[config.mk]
export PLATFORM = sky130hd
export DESIGN_NAME = lrud_cfg
export DESIGN_NICKNAME = d
export VERILOG_FILES = /design/src/rtl/lrud_pkg.sv /design/src/rtl/lrud_cfg.sv
export SDC_FILE = /design/constraint.sdc
export NUM_CORES = 1
export LEC_CHECK = 0
export BUFFER_PORTS_ARGS = -buffer_cell sky130_fd_sc_hd__buf_2
export CAP_MARGIN = 20
export CORE_MARGIN = 8
export CORE_UTILIZATION = 40
export CTS_CLUSTER_DIAMETER = 60
export DETAILED_ROUTE_END_ITERATION = 8
export GPL_TIMING_DRIVEN = 0
export HOLD_SLACK_MARGIN = 0.15
export PLACE_DENSITY = 0.8
export SLEW_MARGIN = 20
export SYNTH_ARGS = -nofsm -noshare
export SYNTH_HDL_FRONTEND = slang
export SYNTH_SLANG_ARGS = --single-unit
[constraint.sdc]
create_clock -name clk -period 1.6 [get_ports clk]
set_input_delay 0.24 -clock clk [delete_from_list [all_inputs] [get_ports clk]]
set_output_delay 0.24 -clock clk [all_outputs]
set_load 0.01 [all_outputs]
[src/rtl/lrud_pkg.sv]
// ----------------------------------------------------------------------------
// lrud_pkg
// Shared types and constants of the set-associative LRU cache directory.
// ----------------------------------------------------------------------------
package lrud_pkg;

  localparam int LINES     = 256;
  localparam int LINE_AW   = $clog2(LINES);
  localparam int ADDR_W    = 16;
  localparam int TAG_W     = 16;
  localparam int AGE_W     = 8;
  localparam int CNT_W     = 9;
  localparam int KIND_W    = 3;
  localparam int PADDR_W   = 4;
  localparam int MAX_OFF   = 8;
  localparam int MAX_IDX   = 8;
  localparam int MAX_WAYS  = 256;

  localparam logic [KIND_W-1:0] KIND_CACHE_TO_CPU = 3'd0;
  localparam logic [KIND_W-1:0] KIND_CPU_TO_CACHE = 3'd1;
  localparam logic [KIND_W-1:0] KIND_MEM_TO_CACHE = 3'd2;
  localparam logic [KIND_W-1:0] KIND_CACHE_TO_MEM = 3'd3;
  localparam logic [KIND_W-1:0] KIND_DROPPED      = 3'd4;

  localparam logic [PADDR_W-1:0] REG_OFFSET_BITS = 4'd0;
  localparam logic [PADDR_W-1:0] REG_INDEX_BITS  = 4'd4;
  localparam logic [PADDR_W-1:0] REG_WAYS        = 4'd8;

  typedef struct packed {
    logic [TAG_W-1:0] tag;
    logic             valid;
    logic             dirty;
    logic [AGE_W-1:0] age;
  } line_t;

  localparam int LINE_BITS = $bits(line_t);

  typedef struct packed {
    logic [3:0]       off;
    logic [3:0]       idx;
    logic [CNT_W-1:0] nw;
  } cfg_t;

  typedef struct packed {
    logic [KIND_W-1:0] kind;
    logic [ADDR_W-1:0] start;
    logic [CNT_W-1:0]  count;
    logic              last;
    logic              hit;
  } rec_t;

endpackage

[src/rtl/lrud_cfg.sv]
// ----------------------------------------------------------------------------
// lrud_cfg
// APB register file; delivers clamped geometry.
// ----------------------------------------------------------------------------
module lrud_cfg
  import lrud_pkg::*;
(
  input  logic               clk,
  input  logic               rst,
  input  logic               psel,
  input  logic               penable,
  input  logic               pwrite,
  input  logic [PADDR_W-1:0] paddr,
  input  logic [31:0]        pwdata,
  output logic [31:0]        prdata,
  output logic               pready,
  output cfg_t               cfg
);

  logic [3:0]       offset_bits;
  logic [3:0]       index_bits;
  logic [CNT_W-1:0] ways;
  logic             wr_en;

  assign pready = 1'b1;
  assign wr_en  = psel && penable && pwrite;

  always_ff @(posedge clk) begin
    if (rst) begin
      offset_bits <= 4'd0;
      index_bits  <= 4'd0;
      ways        <= CNT_W'(1);
    end else if (wr_en) begin
      case (paddr)
        REG_OFFSET_BITS: offset_bits <= pwdata[3:0];
        REG_INDEX_BITS:  index_bits  <= pwdata[3:0];
        REG_WAYS:        ways        <= pwdata[CNT_W-1:0];
        default: ;
      endcase
    end
  end

  always_comb begin
    case (paddr)
      REG_OFFSET_BITS: prdata = {28'd0, offset_bits};
      REG_INDEX_BITS:  prdata = {28'd0, index_bits};
      REG_WAYS:        prdata = {{(32-CNT_W){1'b0}}, ways};
      default:         prdata = 32'd0;
    endcase
  end

  always_comb begin
    cfg.off = (offset_bits > 4'(MAX_OFF)) ? 4'(MAX_OFF) : offset_bits;
    cfg.idx = (index_bits > 4'(MAX_IDX)) ? 4'(MAX_IDX) : index_bits;
    if (ways == '0) begin
      cfg.nw = CNT_W'(1);
    end else if (ways > CNT_W'(MAX_WAYS)) begin
      cfg.nw = CNT_W'(MAX_WAYS);
    end else begin
      cfg.nw = ways;
    end
  end

endmodule

==> results.md <==
- # IOs: 91
- Initial DRT Pass Iterations: 4
- Period utilization: a little over nine tenths
- R2R Setup Slk: 0.80 ns
- Post-route DRC: 0
- Power per Cell Area: ~520 nW/µm²
- CTS sink cnt: 17
- Routing usage on met2: between 10% and 20%
- Row Count: 20
- GRT Max-Usage Layer: met2
- Die Span Y: 71.0 µm
- Gr usage total: roughly 11%
- Commonest non-fill, non-tap cell in the layout: buf_2
- Min-Delay Path Class: in2reg
- GRT Residual Overflow: 0
- Via density: between 4 and 5
- GRT met1 Usage: a little over an eighth
- Initial antenna violation count: 0
- H-tree levels: 1
- Hold path depth: 3
- Max-slew violations: 0
- Storage element area: ~340 µm²
- Layout cells sized above 1: 36.1%
- RSZ-0062 raised after global routing: false
- First-pass GRT wire length: about 4.8 mm
- PostCTS Resize Cnt: 0
- Worst Hold Path EP: ways[5]
- Synth warn: 0
- Tmin final: between 1.5 and 2 ns
- WL/cell: around 12 µm
- Reg-to-Reg End: ways[8]
- CTS Buf Count: 3
- CP required: 1.36 ns
- Leakage: between 0.8 and 0.9 nW
- Worst reg2reg path depth: 2
- Starting Density: between 40% and 50%
- CTS clock-pin slew for the worst setup and hold paths: 0.10 ns
- Setup crit start kind: flip-flop
- Die ar.: between 5000 and 6000 µm²
- Setup crit end kind: output port
- Post-synth cell types: 19
- TritonCTS clock tree: done
- Clock root cell: clkbuf_4
- Hold-fix buffers, CTS: 0
- Routed vias: 1,046
- Critical path class: reg2out
- Total of max-cap violations: 0
- Mapped Avg Cell Area: ~9 µm²
- Final nets: about 250
- DRT iter0 DRCs: 22
- Fin Clk Skew: 0 ns
- Area occupied by multi-input gates: 727 µm²
- Hold Fails Final Rpt: 0
- Most frequent cells in the layout: 42 x buf_2, 25 x buf_4, 25 x nand2b_1
- CTS Buffer Depth: 2
- Post-Syn Area: ~1200 µm²
- Vias in the first global route: ~1.0k
- Layout area overhead: 29.5%
- Fmax: between 600 and 700 MHz
- CP Max Fanout: 6
- Routed Wire Length: approximately 2.9 mm
- Placed cells: about 240
- Largest net degree at the start of global routing: 11
- Arr. time, crit path: roughly 1.3 ns
- Worst r2r src: ways[8]
- Setup violations, final: 0
- Port bufs: between 40 and 50
- Outcome: completed
- Yosys reg bits: 17
- FILL cells: approximately 300
- Core Area: slightly below 3000 µm²
- HPWL Detailed: around 2.4 mm
- N_diodes: 0
- Final Instance Count excl. Fillers: between 200 and 250
- Post-CTS Setup Inserts: 0
- Seq/Total Area, Yosys: about 28%
- Hold Path Origin: pwdata[5]
- Worst VDD drop: 312 µV
- Worst skew pair latency: a little under 0.3 ns
- RePlAce Congestion: between 0.8 and 0.9
- Die W: around 71 µm
- Cells after Synth: roughly 140
- Setup TNS: 0 ns
- Met3 usage: under 10%
- Final ANT Viol Nets: 0
-- power breakdown --
part / leakage [nW] / switching (mW) / internal (mW)
sequential: 0.137 / 0.00185 / 0.425
combinational: 0.690 / 0.0765 / 0.0807
clock: 0.0177 / 0.140 / 0.0931
total: 0.845 / 0.219 / 0.598
-- how the worst max path moves through the flow --
| stage | endpoint | slack [ns] | depth (start not counted) | start |
|---|---|---|---|---|
| after global placement | ways[6] | 0.14 | 5 | paddr[1] |
| after floorplan | ways[0] | 0.34 | 5 | paddr[2] |
| final | prdata[3] | 0.07 | 4 | offset_bits[3] |
| after detailed placement | ways[7] | 0.12 | 5 | paddr[1] |
| after CTS | prdata[3] | 0.07 | 4 | index_bits[3] |
| after global routing | prdata[3] | 0.00008 | 4 | index_bits[3] |
-- state kept, by name, indices dropped and copies added, names as in the netlist --
signal / cells
ways: 9
index_bits: 4
offset_bits: 4
-- Yosys cell counts --
library cell | count | area share (%)
buf_4 | 25 | 15
nand2b_1 | 25 | 13
mux2i_1 | 21 | 17
dfxtp_1 | 17 | 28
nor2b_1 | 14 | 7.2
clkbuf_1 | 6 | 1.9
and2_1 | 5 | 2.6
nor3_1 | 5 | 2.1
a2bb2oi_1 | 4 | 2.9
nor2_1 | 3 | 0.93
and4_1 | 2 | 1.4
conb_1 | 2 | 0.62
nand4_1 | 2 | 1.0
nor4_1 | 2 | 1.0
a21oi_1 | 1 | 0.41
buf_6 | 1 | 0.93
clkbuf_2 | 1 | 0.41
nor4b_1 | 1 | 0.72
nor4b_4 | 1 | 2.0
-- cell families after synthesis --
family          after synthesis  share of synthesized area [%]
simple gates                 60                           31.9
buf+inv                      33                           18.7
mux                          21                           17.4
flops                        17                           28.1
compound gates                5                           3.31
other cells                   2                          0.620
-- cell type report --
type | count | area share (%)
Clock buffer | 3 | 1.44
Buffer | 32 | 14.2
Multi-Input combinational cell | 110 | 46.3
Timing Repair Buffer | 42 | 13.4
Tap cell | 33 | 2.63
Clock inverter | 1 | 0.319
Sequential cell | 17 | 21.7
-- critical path: stages, from the launching register on --
cell and delay [ns]:
dfxtp_1 0.45, mux2i_1 0.11, a2bb2oi_1 0.15, nor3_1 0.13, buf_2 0.16
-- metal layers --
layer	wire length, µm	part of all wire [%]	up-vias
li1	-	-	546
met1	1290	45	455
met2	1270	44	41
met3	273	9.5	4
met4	33	1.2	0
met5	0	0	-
-- through the flow --
step	worst slack (ns)	cell area [µm²]	hold slack (ns)	power [mW]	utilization (%)
after global placement	0.137	1550	0.475	0.589	51.9
after global routing	0.0000803	1570	0.202	0.854	52.7
final	0.0706	1570	0.191	0.817	52.7
after detailed placement	0.118	1550	0.480	0.590	51.9
after floorplan	0.335	1290	0.395	0.548	-
after CTS	0.0655	1570	0.187	0.820	52.8
(Power assumes the default switching activity.)
